**config.mk**
```make
export PLATFORM = sky130hd
export DESIGN_NAME = launcher_speed_sequencer
export DESIGN_NICKNAME = d
export VERILOG_FILES = /design/src/rtl/core/lss_pkg.sv /design/src/rtl/core/lss_cfg_regs.sv /design/src/rtl/core/lss_mode_ctrl.sv /design/src/rtl/core/lss_filter.sv /design/src/rtl/core/launcher_speed_sequencer.sv
export SDC_FILE = /design/constraint.sdc
export NUM_CORES = 2
export LEC_CHECK = 0
export BUFFER_PORTS_ARGS = -buffer_cell sky130_fd_sc_hd__buf_4
export CELL_PAD_IN_SITES_DETAIL_PLACEMENT = 1
export CELL_PAD_IN_SITES_GLOBAL_PLACEMENT = 2
export CORE_UTILIZATION = 40
export DETAILED_ROUTE_END_ITERATION = 7
export HOLD_SLACK_MARGIN = 0.15
export PLACE_DENSITY_LB_ADDON = 0.1
export SKIP_CTS_REPAIR_TIMING = 1
export SYNTH_ARGS = -nofsm -noshare
export SYNTH_HDL_FRONTEND = slang
export SYNTH_SLANG_ARGS = --single-unit
```
**constraint.sdc**
```tcl
create_clock -name clk -period 15.4 [get_ports clk]
set_clock_uncertainty 0.05 [all_clocks]
set_input_delay 0.77 -clock clk [delete_from_list [all_inputs] [get_ports clk]]
set_output_delay 0.77 -clock clk [all_outputs]
set_load 0.05 [all_outputs]
```
**src/rtl/core/lss_pkg.sv**
```systemverilog
// Shared types, codes and reset values of the launcher speed sequencer.
package lss_pkg;

  localparam int FRACTION_BITS_DEF = 16;

  localparam int LEVEL_W = 8;
  localparam int WIDTH_W = 10;
  localparam int RATE_W  = 16;
  localparam int GAIN_W  = 16;
  localparam int DISP_W  = 5;
  localparam int CFG_IDX_W  = 3;
  localparam int CFG_DATA_W = 16;
  localparam int IN_DATA_W  = 24;
  localparam int OUT_DATA_W = 32;

  localparam logic [LEVEL_W-1:0] FAST_RST   = 8'd170;
  localparam logic [LEVEL_W-1:0] SLOW_RST   = 8'd117;
  localparam logic [LEVEL_W-1:0] STOP_RST   = 8'd100;
  localparam logic [RATE_W-1:0]  LIMIT_RST  = 16'hFFFF;
  localparam logic [WIDTH_W-1:0] MIN_RST    = 10'd100;
  localparam logic [WIDTH_W-1:0] MAX_RST    = 10'd900;
  localparam logic [GAIN_W-1:0]  GAIN_RST   = 16'd262;

  localparam logic [DISP_W-1:0] DISP_FAST = 5'd25;
  localparam logic [DISP_W-1:0] DISP_SLOW = 5'd15;
  localparam logic [DISP_W-1:0] DISP_NONE = 5'd0;

  typedef enum logic [1:0] {
    SW_UP   = 2'd0,
    SW_MID  = 2'd1,
    SW_DOWN = 2'd2,
    SW_NONE = 2'd3
  } sw_pos_t;

  typedef enum logic [CFG_IDX_W-1:0] {
    REG_FAST  = 3'd0,
    REG_SLOW  = 3'd1,
    REG_STOP  = 3'd2,
    REG_LIMIT = 3'd3,
    REG_MIN   = 3'd4,
    REG_MAX   = 3'd5,
    REG_GAIN  = 3'd6
  } cfg_idx_t;

  typedef struct packed {
    logic [LEVEL_W-1:0] fast_level;
    logic [LEVEL_W-1:0] slow_level;
    logic [LEVEL_W-1:0] stop_level;
    logic [RATE_W-1:0]  feeder_limit;
    logic [WIDTH_W-1:0] min_width;
    logic [WIDTH_W-1:0] max_width;
    logic [GAIN_W-1:0]  smoothing_gain;
  } cfg_t;

  typedef struct packed {
    logic [RATE_W-1:0] feeder_rate;
    logic              toggle_key;
    sw_pos_t           right_switch;
    sw_pos_t           left_switch;
  } in_item_t;

  typedef struct packed {
    logic [DISP_W-1:0]  display_code;
    logic               armed;
    logic [WIDTH_W-1:0] target_width;
  } ctrl_res_t;

endpackage

```
**src/rtl/core/lss_cfg_regs.sv**
```systemverilog
// Configuration register file written through the configuration channel.
module lss_cfg_regs (
  input  logic                              clk,
  input  logic                              rst,
  input  logic                              cfg_valid,
  input  logic [lss_pkg::CFG_IDX_W-1:0]     cfg_index,
  input  logic [lss_pkg::CFG_DATA_W-1:0]    cfg_data,
  output lss_pkg::cfg_t                     cfg
);

  always_ff @(posedge clk) begin
    if (rst) begin
      cfg.fast_level     <= lss_pkg::FAST_RST;
      cfg.slow_level     <= lss_pkg::SLOW_RST;
      cfg.stop_level     <= lss_pkg::STOP_RST;
      cfg.feeder_limit   <= lss_pkg::LIMIT_RST;
      cfg.min_width      <= lss_pkg::MIN_RST;
      cfg.max_width      <= lss_pkg::MAX_RST;
      cfg.smoothing_gain <= lss_pkg::GAIN_RST;
    end else if (cfg_valid) begin
      case (cfg_index)
        lss_pkg::REG_FAST:  cfg.fast_level     <= cfg_data[lss_pkg::LEVEL_W-1:0];
        lss_pkg::REG_SLOW:  cfg.slow_level     <= cfg_data[lss_pkg::LEVEL_W-1:0];
        lss_pkg::REG_STOP:  cfg.stop_level     <= cfg_data[lss_pkg::LEVEL_W-1:0];
        lss_pkg::REG_LIMIT: cfg.feeder_limit   <= cfg_data[lss_pkg::RATE_W-1:0];
        lss_pkg::REG_MIN:   cfg.min_width      <= cfg_data[lss_pkg::WIDTH_W-1:0];
        lss_pkg::REG_MAX:   cfg.max_width      <= cfg_data[lss_pkg::WIDTH_W-1:0];
        lss_pkg::REG_GAIN:  cfg.smoothing_gain <= cfg_data[lss_pkg::GAIN_W-1:0];
        default: ;
      endcase
    end
  end

endmodule

```
**src/rtl/core/lss_mode_ctrl.sv**
```systemverilog
// Switch and key decoding, level choice, clamp and safety gate of the setpoint.
module lss_mode_ctrl (
  input  logic                 clk,
  input  logic                 rst,
  input  logic                 adv,
  input  lss_pkg::in_item_t    item,
  input  lss_pkg::cfg_t        cfg,
  output lss_pkg::ctrl_res_t   res
);

  logic                          released, released_next;
  lss_pkg::sw_pos_t              last_right, last_right_next;
  logic                          key_held, key_held_next;
  logic [lss_pkg::LEVEL_W-1:0]   level, level_next;
  logic [lss_pkg::WIDTH_W-1:0]   setpoint, setpoint_next;
  logic [lss_pkg::WIDTH_W-1:0]   level_wide, clamped;

  always_comb begin
    released_next   = released | (item.right_switch == lss_pkg::SW_DOWN);
    last_right_next = last_right;
    key_held_next   = key_held;
    level_next      = level;

    case (item.left_switch)
      lss_pkg::SW_UP: begin
        if (last_right != item.right_switch) begin
          case (item.right_switch)
            lss_pkg::SW_UP:   level_next = cfg.fast_level;
            lss_pkg::SW_MID:  level_next = cfg.slow_level;
            lss_pkg::SW_DOWN: level_next = cfg.stop_level;
            default:          level_next = level;
          endcase
        end
        last_right_next = item.right_switch;
      end
      lss_pkg::SW_MID: begin
        // Only the press edge of the key swaps the level.
        if (item.toggle_key) begin
          if (!key_held) begin
            level_next = (level == cfg.slow_level) ? cfg.fast_level : cfg.slow_level;
          end
          key_held_next = 1'b1;
        end else begin
          key_held_next = 1'b0;
        end
      end
      default: ;
    endcase

    if (item.feeder_rate >= cfg.feeder_limit) begin
      level_next = cfg.slow_level;
    end

    level_wide = {{(lss_pkg::WIDTH_W - lss_pkg::LEVEL_W){1'b0}}, level_next};
    if (level_wide > cfg.max_width) begin
      clamped = cfg.max_width;
    end else if (level_wide < cfg.min_width) begin
      clamped = cfg.min_width;
    end else begin
      clamped = level_wide;
    end

    setpoint_next = (released_next || clamped <= cfg.min_width) ? clamped : setpoint;

    res.target_width = setpoint_next;
    res.armed        = released_next;
    if (level_next == cfg.fast_level) begin
      res.display_code = lss_pkg::DISP_FAST;
    end else if (level_next == cfg.slow_level) begin
      res.display_code = lss_pkg::DISP_SLOW;
    end else begin
      res.display_code = lss_pkg::DISP_NONE;
    end
  end

  always_ff @(posedge clk) begin
    if (rst) begin
      released   <= 1'b0;
      last_right <= lss_pkg::SW_NONE;
      key_held   <= 1'b0;
      level      <= '0;
      setpoint   <= '0;
    end else if (adv) begin
      released   <= released_next;
      last_right <= last_right_next;
      key_held   <= key_held_next;
      level      <= level_next;
      setpoint   <= setpoint_next;
    end
  end

  // The safety release is a latch that only reset clears.
  a_release_sticky: assert property (@(posedge clk) disable iff (rst)
    !$past(rst) && $past(released) |-> released)
    else $error("safety release dropped without reset");

  // Control state moves only when an item passes through.
  a_state_hold: assert property (@(posedge clk) disable iff (rst)
    !$past(rst) && !$past(adv) |-> $stable(level) && $stable(setpoint) && $stable(key_held))
    else $error("control state changed without an item");

endmodule

```
**src/rtl/core/lss_filter.sv**
```systemverilog
// Exponential smoothing of the setpoint with an unsigned fixed-point accumulator.
module lss_filter #(
  parameter int FRACTION_BITS = lss_pkg::FRACTION_BITS_DEF
) (
  input  logic                           clk,
  input  logic                           rst,
  input  logic                           adv,
  input  logic [lss_pkg::WIDTH_W-1:0]    setpoint,
  input  logic [lss_pkg::GAIN_W-1:0]     gain,
  output logic [lss_pkg::WIDTH_W-1:0]    pwm_width
);

  localparam int AW = lss_pkg::WIDTH_W + FRACTION_BITS;
  localparam int PW = AW + lss_pkg::GAIN_W;
  localparam logic [AW-1:0] ACC_MAX = {{lss_pkg::WIDTH_W{1'b1}}, {FRACTION_BITS{1'b0}}};

  logic [AW-1:0] acc, acc_next;
  logic [AW-1:0] tgt, diff, step;
  logic          rising;
  logic [PW-1:0] prod, prod_up;

  always_comb begin
    tgt    = {setpoint, {FRACTION_BITS{1'b0}}};
    rising = (tgt >= acc);
    diff   = rising ? (tgt - acc) : (acc - tgt);
    prod   = {{lss_pkg::GAIN_W{1'b0}}, diff} * {{AW{1'b0}}, gain};
    // Falling steps round up so the accumulator floors toward minus infinity.
    prod_up = prod + {{(PW - lss_pkg::GAIN_W){1'b0}}, {lss_pkg::GAIN_W{1'b1}}};
    step    = rising ? prod[PW-1:lss_pkg::GAIN_W] : prod_up[PW-1:lss_pkg::GAIN_W];
    acc_next = rising ? (acc + step) : (acc - step);
  end

  always_ff @(posedge clk) begin
    if (rst) begin
      acc <= '0;
    end else if (adv) begin
      acc <= acc_next;
    end
  end

  assign pwm_width = acc[AW-1:FRACTION_BITS];

  a_acc_range: assert property (@(posedge clk) disable iff (rst) acc <= ACC_MAX)
    else $error("filter accumulator out of range");

  a_acc_hold: assert property (@(posedge clk) disable iff (rst)
    !$past(rst) && !$past(adv) |-> $stable(acc))
    else $error("filter accumulator changed without an item");

endmodule

```
**src/rtl/core/launcher_speed_sequencer.sv**
```systemverilog
// Top level of the launcher speed sequencer: input stage, control stage, filter output stage.
//
// Channel  Direction  Handshake                    Content
// s_*      in         s_tvalid / s_tready          one control tick
// m_*      out        m_tvalid / m_tready          pulse width, setpoint, armed, display
// cfg_*    in         cfg_valid / cfg_ready        register index and write data
//
// An item passes three registers: input, control result, filter output.
// m_tvalid is the output stage's valid; one item per cycle passes while m_tready is high.
// The combinational loop through the filter accumulator (subtract, 26x16 multiply, add)
// sets the clock period. Each stage holds its item while the next stage is full, so a held
// result does not stop earlier stages from filling. Reset is synchronous, clears all
// control state, loads the config registers with reset values; cfg_ready is always high.
module launcher_speed_sequencer #(
  parameter int FRACTION_BITS = lss_pkg::FRACTION_BITS_DEF
) (
  input  logic                               clk,
  input  logic                               rst,
  input  logic                               s_tvalid,
  output logic                               s_tready,
  // left_switch[1:0], right_switch[3:2], toggle_key[4], feeder_rate[20:5], zero[23:21]
  input  logic [lss_pkg::IN_DATA_W-1:0]      s_tdata,
  output logic                               m_tvalid,
  input  logic                               m_tready,
  // pwm_width[9:0], target_width[19:10], armed[20], display_code[25:21], zero[31:26]
  output logic [lss_pkg::OUT_DATA_W-1:0]     m_tdata,
  input  logic                               cfg_valid,
  output logic                               cfg_ready,
  input  logic [lss_pkg::CFG_IDX_W-1:0]      cfg_index,
  input  logic [lss_pkg::CFG_DATA_W-1:0]     cfg_data
);

  lss_pkg::cfg_t      cfg;
  lss_pkg::in_item_t  in_item;
  lss_pkg::ctrl_res_t ctrl_res, mid_res, out_res;
  logic               in_valid, mid_valid, out_valid;
  logic               in_ready, mid_ready, out_ready;
  logic               in_adv, mid_adv;
  logic [lss_pkg::WIDTH_W-1:0] pwm_width;

  assign cfg_ready = 1'b1;

  lss_cfg_regs u_cfg (
    .clk       (clk),
    .rst       (rst),
    .cfg_valid (cfg_valid),
    .cfg_index (cfg_index),
    .cfg_data  (cfg_data),
    .cfg       (cfg)
  );

  assign out_ready = !out_valid || m_tready;
  assign mid_ready = !mid_valid || out_ready;
  assign in_ready  = !in_valid || mid_ready;
  assign s_tready  = in_ready;
  assign in_adv    = in_valid && mid_ready;
  assign mid_adv   = mid_valid && out_ready;

  always_ff @(posedge clk) begin
    if (rst) begin
      in_valid  <= 1'b0;
      mid_valid <= 1'b0;
      out_valid <= 1'b0;
    end else begin
      if (in_ready)  in_valid  <= s_tvalid;
      if (mid_ready) mid_valid <= in_valid;
      if (out_ready) out_valid <= mid_valid;
    end
  end

  always_ff @(posedge clk) begin
    if (s_tvalid && in_ready) begin
      in_item.left_switch  <= lss_pkg::sw_pos_t'(s_tdata[1:0]);
      in_item.right_switch <= lss_pkg::sw_pos_t'(s_tdata[3:2]);
      in_item.toggle_key   <= s_tdata[4];
      in_item.feeder_rate  <= s_tdata[20:5];
    end
    if (in_adv) mid_res <= ctrl_res;
    if (mid_adv) out_res <= mid_res;
  end

  lss_mode_ctrl u_ctrl (
    .clk  (clk),
    .rst  (rst),
    .adv  (in_adv),
    .item (in_item),
    .cfg  (cfg),
    .res  (ctrl_res)
  );

  lss_filter #(
    .FRACTION_BITS (FRACTION_BITS)
  ) u_filter (
    .clk       (clk),
    .rst       (rst),
    .adv       (mid_adv),
    .setpoint  (mid_res.target_width),
    .gain      (cfg.smoothing_gain),
    .pwm_width (pwm_width)
  );

  assign m_tvalid = out_valid;
  assign m_tdata  = {6'd0, out_res.display_code, out_res.armed,
                     out_res.target_width, pwm_width};

  // An empty output register always lets the whole pipeline accept.
  a_ready_chain: assert property (@(posedge clk) disable iff (rst)
    !out_valid |-> s_tready)
    else $error("input stalled while output register is empty");

  // An item in the control stage moves on whenever the output side is free.
  a_mid_moves: assert property (@(posedge clk) disable iff (rst)
    mid_valid && !out_valid |=> out_valid)
    else $error("control result did not reach the output register");

endmodule
```
==> flow_summary.toml <==
[cts]
h-tree-depth = 4
cts-root-buf = "clkbuf_16"
cts.path.max_buffers = 2
cts_buffers = 17
clk_latency_ns = 0.46
tritoncts = "built"
cts_num_sinks = 176
cts.reportedPaths.clkPinSlew_ns = 0.08

[setup_path]
crit_family = "compound AO/OA/AOI/OAI gates"
max_stage_delay_ns = 0.60
critPathRequiredTime_ns = 15.70
arrival_ns = 14.39
path_buf_inv = 7
cp_max_fo = 30
critPathKind = "reg -> reg"
cp-start-kind = "register"
cpMostUsedCell = "fa_1"
rr_startpoint = "u_filter.acc[17]"
crit_path_end_kind = "register"
crit_path_top_delay_cell = "fa_1"
r2r_end = "u_filter.acc[25]"
r2r_slack_ns = 1.30
reg2regPathDepth = 47

[global_routing]
antenna_found_initial = 0
grt_first_pass_wirelength_um = 123000
overflow = 0
grt_usage = 0.244
grt_max_degree = 51
grt_pass1_vias = 22900

[logic_synthesis]
synth_edf_count = 49
ys_seq_area_frac = 0.161
synthFlopType = "dfxtp_1"
synth_top_cell_area_share = 0.269
synth_area_sq_um = 25000
synth_cell_types = 82
ys_ff_latch = 176
syn_inst = 2969
yosys-top-cells-area = "fa_1 (27%), dfxtp_1 (10%), ha_1 (10%), nand2_1 (7.7%), inv_1 (6.8%)"
yosysWarnings = 0
synthArstFlopShare = 0
avgSynthCellArea_sq_um = 8.42
yosys.area.top_type = "fa_1"

[finish]
final_common_cell = "nand2_1"
final_cell_mix = "nand2_1 (515), inv_1 (455), fa_1 (336)"
n_antenna_cell = 0
synthToLayoutAreaGrowth_pct = 8.00
drive_above_1_share = 0.0743
nNetsFinal = 3559

[min_path]
holdPathStages = 0
hold_class = "reg -> reg"
hold_start = "mid_res[10]"
min_to = "m_tdata[20]"

[timing]
hold_viol_final = 0
fin_tns_setup_ns = 0
rsz0062_at_grt = "no"
fin_crit_sh = 0.915
finalSetupViolCount = 0
fmax_mhz = 70.9
tightest_slew_ns = 1.21
drv_slew = 0
relSlewSlack = 0.187
period_needed_ns = 14.10

[place]
place_congestion = 0.855
numPortBuffers = 72
dp_hpwl_um = 59800

[detailed_routing]
wl_met3_um = 1100
initialDrtViolationCount = 724
viasPerCell = 5.30
routedWlPerCell_um = 19.3
wl_um = 73700
drc = 0
m1WireLength_um = 30700
vias = 20200
dr_wl_met2_um = 40500
first_pass_iters = 5
top_layer = "met4"
ant_nets = 0

[die]
dieArea_sq_um = 63500
dieHeight_um = 252
num_rows = 91
core_area_sq_um = 61700
fp.dieW_um = 252
start_util = 0.405
io_pins = 83

[run_status]
status = "finished clean"

[job]
cap_violations = 0
## metal layers
layer  GRT usage  vias up
li1            -     9536
met1       0.285    10400
met2       0.476      188
met3      0.0185       83
met4      0.0563        0
met5           0        -
## cell usage after synthesis, types with 6 or more instances
cell,number
or2_2,6
buf_4,19
nand2_1,515
o21ai_0,65
or3_1,12
mux2i_1,37
dfxtp_1,127
edfxtp_1,49
mux2_2,26
nor3_1,47
buf_1,7
nand3b_1,7
clkbuf_1,120
o22ai_1,12
inv_1,455
a31o_2,6
xnor2_1,66
nand2b_1,19
nor2_1,115
nand4_1,16
ha_1,202
o21a_1,15
fa_1,336
nor2b_1,18
a21oi_1,165
o221a_2,7
nand3_1,47
nor4_1,14
o221ai_1,6
a31oi_1,20
and2_1,161
and3_1,19
o21bai_1,6
xor2_1,54
a211oi_1,17
a21o_1,36
o211ai_1,34
## cells by family after synthesis
logic type | after synthesis | synth area share
DFF | 176 | 0.161
muxes | 63 | 0.0265
other | 2 | 0.000300
xor gates and xnor gates | 120 | 0.0420
adders and majority gates | 538 | 0.370
buffers and inverters | 605 | 0.0939
AOI/OAI and AO/OA | 448 | 0.117
and+or+nand+nor | 1017 | 0.190
## metrics by stage
stage / util / std cells / hold WS (ns) / setup WS [ns] / cell area (sq um)
final: 0.437 / 3823 / 0.380 / 1.30 / 27000
after global routing: 0.437 / 3823 / 0.396 / 0.420 / 27000
after CTS: 0.437 / 3823 / 0.379 / 1.28 / 27000
after detailed placement: 0.428 / 3791 / 0.357 / 1.38 / 26400
after global placement: 0.428 / 3791 / 0.357 / 1.56 / 26400
after floorplan: - / 2974 / 0.350 / 2.32 / 25000
## state kept, by name, indices dropped and copies added, names as in the netlist
register,count
in_item,21
in_valid,1
m_tdata,14
m_tvalid,1
mid_res,14
mid_valid,1
u_cfg.cfg,76
u_ctrl.key_held,1
u_ctrl.last_right,2
u_ctrl.level,8
u_ctrl.released,1
u_ctrl.setpoint,10
u_filter.acc,26
## worst max path at each step
stage                           from                to  cells after the start
floorplan            u_filter.acc[0]  u_filter.acc[25]                     53
global placement    u_filter.acc[17]  u_filter.acc[25]                     47
detailed placement  u_filter.acc[17]  u_filter.acc[25]                     47
CTS                 u_filter.acc[17]  u_filter.acc[25]                     47
global route        u_filter.acc[17]  u_filter.acc[25]                     47
finish              u_filter.acc[17]  u_filter.acc[25]                     47
## area by class of cell
cell class | count | area [sq um]
clock buffers | 18 | 429
flip-flops and latches | 176 | 4010
multi-input cells | 2193 | 18700
well taps | 837 | 1050
inverters | 456 | 1710
clock inverters | 14 | 156
fillers | 7408 | 34700
repair buffers | 129 | 968
Power is left out: the tool's default activity adds up to more than one toggle a clock period on the data nets, which glitch-free logic cannot reach.
